<file path="src/design/flcp_pkg.sv">
// ============================================================================
// flcp_pkg: shared types and constants of the fixed-length code packer
// Field widths, item mode codes, table geometry and the merge result struct.
// ============================================================================
package flcp_pkg;

    localparam int SYM_W       = 8;
    localparam int CODE_W      = 8;
    localparam int LEN_W       = 4;
    localparam int FILL_W      = 3;
    localparam int MODE_W      = 2;
    localparam int TABLE_DEPTH = 256;
    localparam int TABLE_AW    = $clog2(TABLE_DEPTH);

    localparam logic [LEN_W-1:0] LEN_RESET = 4'd8;
    localparam logic [LEN_W-1:0] LEN_MIN   = 4'd1;
    localparam logic [LEN_W-1:0] LEN_MAX   = 4'd8;

    // Item modes. The fourth encoding is unused and ignored.
    typedef enum logic [MODE_W-1:0] {
        MODE_LOAD   = 2'd0,
        MODE_ENCODE = 2'd1,
        MODE_FLUSH  = 2'd2
    } t_mode;

    // Result of appending one code to the byte buffer.
    typedef struct packed {
        logic              full;       // a whole byte completed
        logic [CODE_W-1:0] out_byte;   // completed byte, valid when full
        logic [CODE_W-1:0] buf_next;   // buffer contents afterwards
        logic [FILL_W-1:0] fill_next;  // bits held afterwards
    } t_merge;

endpackage

</file>
<file path="src/design/flcp_in_if.sv">
// ============================================================================
// flcp_in_if: request channel into the code packer
// Carries one load, encode or flush request with a valid/ready handshake.
// ============================================================================
interface flcp_in_if;
    import flcp_pkg::*;

    logic              valid;
    logic              ready;
    logic [MODE_W-1:0] mode;
    logic [SYM_W-1:0]  symbol;
    logic [CODE_W-1:0] code_value;

    modport source (output valid, output mode, output symbol, output code_value,
                    input ready);
    modport sink   (input valid, input mode, input symbol, input code_value,
                    output ready);
endinterface

</file>
<file path="src/design/flcp_out_if.sv">
// ============================================================================
// flcp_out_if: result channel out of the code packer
// Carries one packed byte, its meaningful bit count and an error flag.
// ============================================================================
interface flcp_out_if;
    import flcp_pkg::*;

    logic              valid;
    logic              ready;
    logic [CODE_W-1:0] packed_byte;
    logic [LEN_W-1:0]  valid_bits;
    logic              error;

    modport source (output valid, output packed_byte, output valid_bits,
                    output error, input ready);
    modport sink   (input valid, input packed_byte, input valid_bits,
                    input error, output ready);
endinterface

</file>
<file path="src/design/flcp_ram.sv">
// ============================================================================
// flcp_ram: generic single-port-write, single-port-read RAM
// One write and one registered read per cycle; read data holds when idle.
// ============================================================================
module flcp_ram #(
    parameter int WIDTH = 8,
    parameter int DEPTH = 256
) (
    input  logic                     i_clk,
    input  logic                     i_we,
    input  logic [$clog2(DEPTH)-1:0] i_waddr,
    input  logic [WIDTH-1:0]         i_wdata,
    input  logic                     i_re,
    input  logic [$clog2(DEPTH)-1:0] i_raddr,
    output logic [WIDTH-1:0]         o_rdata
);
    logic [WIDTH-1:0] r_mem [DEPTH];
    logic [WIDTH-1:0] r_rdata;

    always_ff @(posedge i_clk) begin
        if (i_we) begin
            r_mem[i_waddr] <= i_wdata;
        end
        if (i_re) begin
            r_rdata <= r_mem[i_raddr];
        end
    end

    assign o_rdata = r_rdata;
endmodule

</file>
<file path="src/design/flcp_merge.sv">
// ============================================================================
// flcp_merge: appends one code to the partial byte buffer
// Masks the code to its length, places it below the held bits in a 16-bit
// window and splits off a completed byte when eight or more bits are held.
// ============================================================================
module flcp_merge (
    input  logic [flcp_pkg::CODE_W-1:0] i_buf,
    input  logic [flcp_pkg::FILL_W-1:0] i_fill,
    input  logic [flcp_pkg::CODE_W-1:0] i_code,
    input  logic [flcp_pkg::LEN_W-1:0]  i_len,
    output flcp_pkg::t_merge            o_res
);
    import flcp_pkg::*;

    logic [CODE_W-1:0]   mask;
    logic [CODE_W-1:0]   code_masked;
    logic [4:0]          shift;
    logic [2*CODE_W-1:0] window;
    logic [LEN_W-1:0]    total;

    always_comb begin
        // The length is already limited to 1..8, so the shift stays within 0..7.
        mask        = 8'hFF >> (4'd8 - i_len);
        code_masked = i_code & mask;
        // Held bits sit at the top of the window; the new code goes right below.
        shift       = 5'd16 - 5'(i_fill) - 5'(i_len);
        window      = {i_buf, 8'h00} | (16'(code_masked) << shift);
        total       = 4'(i_fill) + i_len;

        o_res.full = total >= 4'd8;
        o_res.out_byte = window[15:8];
        if (o_res.full) begin
            o_res.buf_next  = window[7:0];
            o_res.fill_next = 3'(total - 4'd8);
        end else begin
            o_res.buf_next  = window[15:8];
            o_res.fill_next = total[FILL_W-1:0];
        end
    end
endmodule

</file>
<file path="src/design/fixed_length_code_packer_core.sv">
// ============================================================================
// fixed_length_code_packer_core: fixed-length code bit packer
// Maps byte symbols to 1..8 bit codes through a loadable table and packs the
// codes, first bit in bit 7, into a stream of bytes.
// ============================================================================
// The block takes one request per clock cycle while ready is high and gives
// its result, if any, in the output register. A load request writes the code
// table entry for its symbol and marks it loaded. An encode request appends
// the low code_length bits of the symbol's code to the byte buffer, most
// significant bit first, and yields one byte with valid_bits 8 each time a
// byte completes; encoding a symbol that was never loaded yields one result
// with error set, packed_byte 0 and valid_bits 0, and leaves the buffer alone.
// A flush request emits the partial byte, zero padded, with valid_bits equal
// to the number of held bits, and yields nothing when the buffer is empty.
// The table sits in a 256-entry RAM with a registered read, so a request moves
// through the stages in order: the first reads the entry, the second merges the
// code into the buffer and loads the output register. Both stages advance
// every cycle as long as results are taken, so the sustained rate is one
// request per cycle; ready drops only while a finished result waits and the
// second stage holds a request behind it. code_length may be written only
// while no request is in flight; 0 behaves as 1 and 9..15 behave as 8.
// ============================================================================
module fixed_length_code_packer_core (
    input  logic                       i_clk,
    input  logic                       i_rst_n,
    input  logic                       i_cfg_we,
    input  logic [flcp_pkg::LEN_W-1:0] i_cfg_wdata,
    flcp_in_if.sink                    i_in,
    flcp_out_if.source                 o_out
);
    import flcp_pkg::*;

    // Configuration register.
    logic [LEN_W-1:0] r_code_length;

    // One loaded flag per table entry, cleared at reset.
    logic [TABLE_DEPTH-1:0] r_loaded;
    logic [TABLE_DEPTH-1:0] n_loaded;

    // Second stage: the request that waits for its table data.
    logic              r_s1_valid;
    logic [MODE_W-1:0] r_s1_mode;
    logic              r_s1_loaded;

    // Byte buffer state.
    logic [CODE_W-1:0] r_buf;
    logic [FILL_W-1:0] r_fill;
    logic [CODE_W-1:0] n_buf;
    logic [FILL_W-1:0] n_fill;

    // Output register.
    logic              r_out_valid;
    logic [CODE_W-1:0] r_out_byte;
    logic [LEN_W-1:0]  r_out_bits;
    logic              r_out_err;
    logic              n_out_valid;
    logic [CODE_W-1:0] n_out_byte;
    logic [LEN_W-1:0]  n_out_bits;
    logic              n_out_err;

    logic              in_accept;
    logic              s1_adv;
    logic              s1_fire;
    logic              tbl_we;
    logic              tbl_re;
    logic [CODE_W-1:0] tbl_rdata;
    logic [LEN_W-1:0]  eff_len;
    t_merge            merge;

    // The second stage moves on whenever the output register is free or is
    // being emptied in this cycle; a new request enters behind it.
    assign s1_adv     = !r_out_valid || o_out.ready;
    assign s1_fire    = r_s1_valid && s1_adv;
    assign i_in.ready = !r_s1_valid || s1_adv;
    assign in_accept  = i_in.valid && i_in.ready;

    // Table writes happen on acceptance of a load; reads on acceptance of an
    // encode. A request that follows a load of the same entry in the next
    // cycle reads the new code, since the write lands at the earlier edge.
    assign tbl_we = in_accept && (i_in.mode == MODE_LOAD);
    assign tbl_re = in_accept && (i_in.mode == MODE_ENCODE);

    flcp_ram #(
        .WIDTH (CODE_W),
        .DEPTH (TABLE_DEPTH)
    ) u_table (
        .i_clk   (i_clk),
        .i_we    (tbl_we),
        .i_waddr (i_in.symbol),
        .i_wdata (i_in.code_value),
        .i_re    (tbl_re),
        .i_raddr (i_in.symbol),
        .o_rdata (tbl_rdata)
    );

    // Out-of-range lengths are clamped to the nearest legal value.
    always_comb begin
        if (r_code_length < LEN_MIN) begin
            eff_len = LEN_MIN;
        end else if (r_code_length > LEN_MAX) begin
            eff_len = LEN_MAX;
        end else begin
            eff_len = r_code_length;
        end
    end

    flcp_merge u_merge (
        .i_buf  (r_buf),
        .i_fill (r_fill),
        .i_code (tbl_rdata),
        .i_len  (eff_len),
        .o_res  (merge)
    );

    always_comb begin
        n_loaded = r_loaded;
        if (tbl_we) begin
            n_loaded[i_in.symbol] = 1'b1;
        end
    end

    // Second-stage work: decide the result and the new buffer state.
    always_comb begin
        n_buf       = r_buf;
        n_fill      = r_fill;
        n_out_valid = r_out_valid && !o_out.ready;
        n_out_byte  = r_out_byte;
        n_out_bits  = r_out_bits;
        n_out_err   = r_out_err;
        if (s1_fire) begin
            case (r_s1_mode)
                MODE_ENCODE: begin
                    if (!r_s1_loaded) begin
                        n_out_valid = 1'b1;
                        n_out_byte  = '0;
                        n_out_bits  = '0;
                        n_out_err   = 1'b1;
                    end else begin
                        n_buf  = merge.buf_next;
                        n_fill = merge.fill_next;
                        if (merge.full) begin
                            n_out_valid = 1'b1;
                            n_out_byte  = merge.out_byte;
                            n_out_bits  = LEN_MAX;
                            n_out_err   = 1'b0;
                        end
                    end
                end
                MODE_FLUSH: begin
                    if (r_fill != '0) begin
                        n_out_valid = 1'b1;
                        n_out_byte  = r_buf;
                        n_out_bits  = 4'(r_fill);
                        n_out_err   = 1'b0;
                        n_buf       = '0;
                        n_fill      = '0;
                    end
                end
                default: begin
                    // Loads finished at acceptance; the unused mode does nothing.
                end
            endcase
        end
    end

    always_ff @(posedge i_clk) begin
        if (!i_rst_n) begin
            r_code_length <= LEN_RESET;
            r_loaded      <= '0;
            r_s1_valid    <= 1'b0;
            r_buf         <= '0;
            r_fill        <= '0;
            r_out_valid   <= 1'b0;
        end else begin
            if (i_cfg_we) begin
                r_code_length <= i_cfg_wdata;
            end
            r_loaded    <= n_loaded;
            r_s1_valid  <= in_accept || (r_s1_valid && !s1_adv);
            r_buf       <= n_buf;
            r_fill      <= n_fill;
            r_out_valid <= n_out_valid;
        end
    end

    // Payload registers carry no reset.
    always_ff @(posedge i_clk) begin
        if (in_accept) begin
            r_s1_mode   <= i_in.mode;
            r_s1_loaded <= r_loaded[i_in.symbol];
        end
        r_out_byte <= n_out_byte;
        r_out_bits <= n_out_bits;
        r_out_err  <= n_out_err;
    end

    assign o_out.valid       = r_out_valid;
    assign o_out.packed_byte = r_out_byte;
    assign o_out.valid_bits  = r_out_bits;
    assign o_out.error       = r_out_err;

`ifndef NO_ASSERTIONS
    // An error result never carries data bits.
    a_err_empty: assert property (@(posedge i_clk) disable iff (!i_rst_n)
        (r_out_valid && r_out_err) |-> (r_out_bits == '0 && r_out_byte == '0))
        else $error("error result carries data bits");

    // A good result always carries at least one meaningful bit.
    a_bits_nonzero: assert property (@(posedge i_clk) disable iff (!i_rst_n)
        (r_out_valid && !r_out_err) |-> (r_out_bits != '0))
        else $error("data result with no valid bits");

    // A stalled result with a request behind it must hold off the input.
    a_backpressure: assert property (@(posedge i_clk) disable iff (!i_rst_n)
        (r_s1_valid && r_out_valid && !o_out.ready) |-> !i_in.ready)
        else $error("input accepted while the pipeline is blocked");

    // Encoding an unloaded symbol leaves the buffer untouched.
    a_unloaded_keeps_buf: assert property (@(posedge i_clk) disable iff (!i_rst_n)
        (s1_fire && r_s1_mode == MODE_ENCODE && !r_s1_loaded)
            |=> ($stable(r_buf) && $stable(r_fill)))
        else $error("buffer changed on an unloaded symbol");
`endif

endmodule

</file>
<file path="src/flat_wrapper.sv">
// flat-port wrapper written by rule: the top's interface ports become plain ports
module fixed_length_code_packer_core_flat import flcp_pkg::*;
  (i_clk, i_rst_n, i_cfg_we, i_cfg_wdata, i_in_valid, i_in_mode, i_in_symbol, i_in_code_value, i_in_ready, o_out_valid, o_out_packed_byte, o_out_valid_bits, o_out_error, o_out_ready);
  flcp_in_if i_in_i ();
  flcp_out_if o_out_i ();
  input  logic i_clk;
  input  logic i_rst_n;
  input  logic i_cfg_we;
  input  logic [flcp_pkg::LEN_W-1:0] i_cfg_wdata;
  input wire logic [$bits(i_in_i.valid)-1:0] i_in_valid;
  input wire logic [$bits(i_in_i.mode)-1:0] i_in_mode;
  input wire logic [$bits(i_in_i.symbol)-1:0] i_in_symbol;
  input wire logic [$bits(i_in_i.code_value)-1:0] i_in_code_value;
  output wire logic [$bits(i_in_i.ready)-1:0] i_in_ready;
  output wire logic [$bits(o_out_i.valid)-1:0] o_out_valid;
  output wire logic [$bits(o_out_i.packed_byte)-1:0] o_out_packed_byte;
  output wire logic [$bits(o_out_i.valid_bits)-1:0] o_out_valid_bits;
  output wire logic [$bits(o_out_i.error)-1:0] o_out_error;
  input wire logic [$bits(o_out_i.ready)-1:0] o_out_ready;
  assign i_in_i.valid = i_in_valid;
  assign i_in_i.mode = i_in_mode;
  assign i_in_i.symbol = i_in_symbol;
  assign i_in_i.code_value = i_in_code_value;
  assign i_in_ready = i_in_i.ready;
  assign o_out_valid = o_out_i.valid;
  assign o_out_packed_byte = o_out_i.packed_byte;
  assign o_out_valid_bits = o_out_i.valid_bits;
  assign o_out_error = o_out_i.error;
  assign o_out_i.ready = o_out_ready;
  fixed_length_code_packer_core u_core (.i_clk(i_clk), .i_rst_n(i_rst_n), .i_cfg_we(i_cfg_we), .i_cfg_wdata(i_cfg_wdata), .i_in(i_in_i), .o_out(o_out_i));
endmodule
</file>
<file path="config.mk">
export PLATFORM = sky130hd
export DESIGN_NAME = fixed_length_code_packer_core_flat
export DESIGN_NICKNAME = d
export VERILOG_FILES = /design/src/design/flcp_pkg.sv /design/src/design/flcp_in_if.sv /design/src/design/flcp_out_if.sv /design/src/design/flcp_ram.sv /design/src/design/flcp_merge.sv /design/src/design/fixed_length_code_packer_core.sv /design/src/flat_wrapper.sv
export SDC_FILE = /design/constraint.sdc
export NUM_CORES = 2
export LEC_CHECK = 0
export BUFFER_PORTS_ARGS = -buffer_cell sky130_fd_sc_hd__buf_2
export CAP_MARGIN = 15
export CORE_MARGIN = 3
export CORE_UTILIZATION = 28
export CTS_BUF_LIST = sky130_fd_sc_hd__clkbuf_16
export CTS_CLUSTER_SIZE = 10
export DETAILED_ROUTE_END_ITERATION = 10
export PLACE_DENSITY = 0.51
export SYNTH_ARGS = -nofsm -noshare
export SYNTH_HDL_FRONTEND = slang
export SYNTH_SLANG_ARGS = --single-unit
export TNS_END_PERCENT = 5
</file>
<file path="constraint.sdc">
create_clock -name i_clk -period 4.54 [get_ports i_clk]
set_input_delay 0.908 -clock i_clk [delete_from_list [all_inputs] [get_ports i_clk]]
set_output_delay 0.908 -clock i_clk [all_outputs]
set_load 0.02 [all_outputs]
</file>
==> flow_metrics.env <==
export IMPL_crit_path_start_kind="flip-flop"
export IMPL_startpoint="u_core.r_code_length[3]"
export IMPL_die_area_um2=331800
export IMPL_clock_latency_ps=960
export IMPL_core_um2=322200
export IMPL_maxCapViolCount=0
export IMPL_layoutNonFillerInstCount=9518
export IMPL_worstSetupPathType="flip-flop to flip-flop"
export IMPL_relSlewSlack_pct=26.73
export IMPL_ys_types=64
export IMPL_rsz0062_at_grt="no"
export IMPL_crit_top_cell="inv_1"
export IMPL_worst_ep_arrival_time_ps=4590
export IMPL_ys_top_cells_by_area="edfxtp_1 68%, mux4_2 17%, dfxtp_1 6.0%, o21a_1 2.1%, nor2_1 1.3%"
export IMPL_grt_util_met1_pct=21.25
export IMPL_worstPathRequired_ps=5190
export IMPL_grt_busiest_layer="met2"
export IMPL_gp_congestion=0.8641
export IMPL_crit_path_end_kind="flip-flop"
export IMPL_dieWidth_um=576.1
export IMPL_peakVddDrop_mv=0.4411
export IMPL_slowest_delay_ps=1050
export IMPL_antenna_found_initial=6
export IMPL_setup_viol=0
export IMPL_drt_pass1_iter_count=6
export IMPL_setup_tns_ps=0
export IMPL_cts_root_buf="clkbuf_16"
export IMPL_rrSetupSlack_ps=600
export IMPL_min_period_ps=3936
export IMPL_grt_ovfl_total=0
export IMPL_synth_edff_count=2072
export IMPL_grt_use_met3_pct=3.259
export IMPL_period_share_pct=86.70
export IMPL_clkTransAtPathRegs_ps=60
export IMPL_syn_area_um2=90990
export IMPL_first_global_vias=48030
export IMPL_status="complete, no violations"
export IMPL_tightestPinTransition_ps=1092
export IMPL_boundaryPins=42
export IMPL_worstSetupPathDepth=13
export IMPL_ys_ff_latch=2345
export IMPL_wl_um=258900
export IMPL_yosys_area_top_type="edfxtp_1"
export IMPL_rows=208
export IMPL_clock_sinks=2345
export IMPL_hold_viol=0
export IMPL_crit_path_end="u_core.o_out.packed_byte[0]"
export IMPL_hp_class="input port to flip-flop"
export IMPL_reg2reg_depth=13
export IMPL_io_buffers=41
export IMPL_dr_total_vias=46791
export IMPL_ys_seq_area_share_pct=74.39
export IMPL_crit_slowest_cell="fa_1"
export IMPL_vias_per_cell=4.916
export IMPL_drc=0
export IMPL_htree_levels=5
export IMPL_crit_chain="buf_4, nand2b_1, inv_1, ha_1, inv_1, ha_1, inv_1, fa_1, inv_1, nor2_1, a211oi_1, or3_1, a32o_1"
export IMPL_syn_area_per_cell_um2=20.71
export IMPL_power_density_nw_per_um2=425.6
export IMPL_drive_above_1_share_pct=30.76
export IMPL_grt_pass1_wl_um=369100
export IMPL_max_clock_freq_ghz=0.2540
export IMPL_synth_top_flop_cell="edfxtp_1"
export IMPL_start_util_pct=28.24
export IMPL_finClkSkew_ps=59.88
export IMPL_slew_violations=0
export IMPL_synth_fp_nets=4437
export IMPL_grt_max_degree=129
export IMPL_use_met2_pct=24.59
export IMPL_tritoncts="built"
export IMPL_rr_endpoint="u_core.o_out.packed_byte[0]"
export IMPL_post_cts_resized=0
export IMPL_synth_top_area_share_pct=68.38
export IMPL_cts_buffers=291
export IMPL_critPathMaxFanout=23
export IMPL_avgRoutedWirePerCell_um=27.20
export IMPL_critPathBufInv=5
export IMPL_clk_path_buf_depth=4
export IMPL_ant_nets=0
export IMPL_p_leak_nw=35.31
export IMPL_track_usage_pct=15.40
export IMPL_cts_setup_buffers=0
export IMPL_syn_to_final_growth_pct=19.15
export IMPL_dpl_cell_count=9008
export IMPL_first_iter_violations=4697
export IMPL_nets=5039
export IMPL_hpwlAfterDp_um=167500
export IMPL_syn_instance_count=4394
export IMPL_synthArstFlopShare_pct=0
export IMPL_yosys_warnings=0
export IMPL_die_h_um=576.1
export IMPL_cp_top_family="adder cells"
export IMPL_r2r_start="u_core.r_code_length[3]"
export IMPL_hold_buffers=0
cell type report:
type	instances	area, µm²
diodes	5	12.51
flip-flops and latches	2345	67680
well taps	4305	5386
inverters	26	97.59
clock buffers	295	7382
clock inverters	210	945.9
multi-input cells	1755	21960
repair buffers	577	4950
fillers	30458	213800
layout by cell type, fill, tap and decap left out, drive strengths merged, types with 11 or more instances in the layout:
cell | synthesis | routed
a22oi | 56 | 56
nor4 | 12 | 12
nand2 | 72 | 72
nand3 | 40 | 40
buf | 116 | 569
dfxtp | 273 | 273
o21a | 259 | 259
o21ai | 11 | 11
nand2b | 12 | 12
clkbuf | 152 | 303
mux2i | 62 | 62
o22ai | 18 | 18
clkinv | 2 | 11
inv | 24 | 221
nor2 | 305 | 305
edfxtp | 2072 | 2072
ha | 14 | 14
a31oi | 11 | 11
mux4 | 673 | 673
mux2 | 13 | 13
nor2b | 13 | 13
nor3 | 24 | 24
a21oi | 37 | 37
per-layer routing:
metal | routed length (µm) | vias up
li1 | - | 19446
met3 | 17350 | 359
met1 | 111900 | 25413
met4 | 7101 | 0
met5 | 0 | -
met2 | 122500 | 1573
report_power, final:
| group | internal [mW] | switching (mW) |
|---|---|---|
| Combinational | 0.891 | 1.53 |
| Clock | 11.8 | 8.42 |
| Sequential | 23.5 | 0.0163 |
| Total | 36.2 | 9.96 |
kinds of logic after synthesis:
logic type               synth area share (%)
AO/OA/AOI/OAI                           3.802
adder cells (fa/ha/maj)                0.2365
flip-flops                              74.39
AND/OR/NAND/NOR                         2.404
multiplexers                            17.50
XOR/XNOR                              0.09625
buffers and inverters                   1.572
synth_stat cells, types with 6 or more instances:
cell and instances:
a21oi_1 37, mux4_2 673, nor2_1 305, o21a_1 259, o32ai_1 9, inv_1 24, nand2b_1 12, buf_2 51
a31oi_1 11, edfxtp_1 2072, clkbuf_1 152, xnor2_1 6, nand3_1 40, buf_1 13, nor3_1 24, o22ai_1 18
and2_1 8, a21boi_0 6, mux2i_1 62, mux2_2 13, nand2_1 72, and3_1 6, a22oi_1 56, buf_4 34
buf_6 18, nor4_1 12, ha_1 14, dfxtp_1 273, o21ai_0 11, nor2b_1 13
stage by stage:
step / setup WS [ps] / hold slack (ps) / total power, mW / cell area, µm² / utilization (%)
floorplan: 1029 / 420.5 / 25.17 / 90990 / -
global placement: 44.90 / 435.2 / 26.37 / 100100 / 31.06
detailed placement: 152.9 / 447.6 / 26.39 / 100100 / 31.06
CTS: 631.4 / 104.0 / 46.70 / 108400 / 33.65
global route: 318.5 / 116.8 / 47.69 / 108400 / 33.65
finish: 603.7 / 173.2 / 46.14 / 108400 / 33.65
worst min-delay path by stage:
stage	to	cells past startpoint	start	slack, ps
after CTS	u_core.r_code_length[3]	3	i_cfg_wdata[3]	100
after detailed placement	u_core.r_loaded[250]	1	u_core.r_loaded[250]	450
after floorplan	u_core.r_buf[7]	2	u_core.r_buf[7]	420
after global routing	u_core.r_code_length[3]	3	i_cfg_wdata[3]	120
after global placement	u_core.r_buf[7]	2	u_core.r_buf[7]	440
final	u_core.r_code_length[3]	3	i_cfg_wdata[3]	170
tightest hold or removal path: cells and delay by family:
kind	cells	cell delay, ps
AND/OR/NAND/NOR	1	60
multiplexers	1	60
buffers and inverters	1	80
sequential cells by signal, summed over array words and instances (netlist names):
| register | cells |
|---|---|
| u_core.u_table.o_rdata | 8 |
| u_core.o_out.error | 1 |
| u_core.r_fill | 3 |
| u_core.r_s1_loaded | 1 |
| u_core.r_s1_valid | 1 |
| u_core.r_code_length | 4 |
| u_core.o_out.valid_bits | 4 |
| u_core.r_s1_mode | 2 |
| u_core.u_table.r_mem | 2048 |
| u_core.r_buf | 8 |
| u_core.o_out.packed_byte | 8 |
| u_core.r_loaded | 256 |
| u_core.o_out.valid | 1 |
No activity file was read; power rests on OpenSTA's default activity.
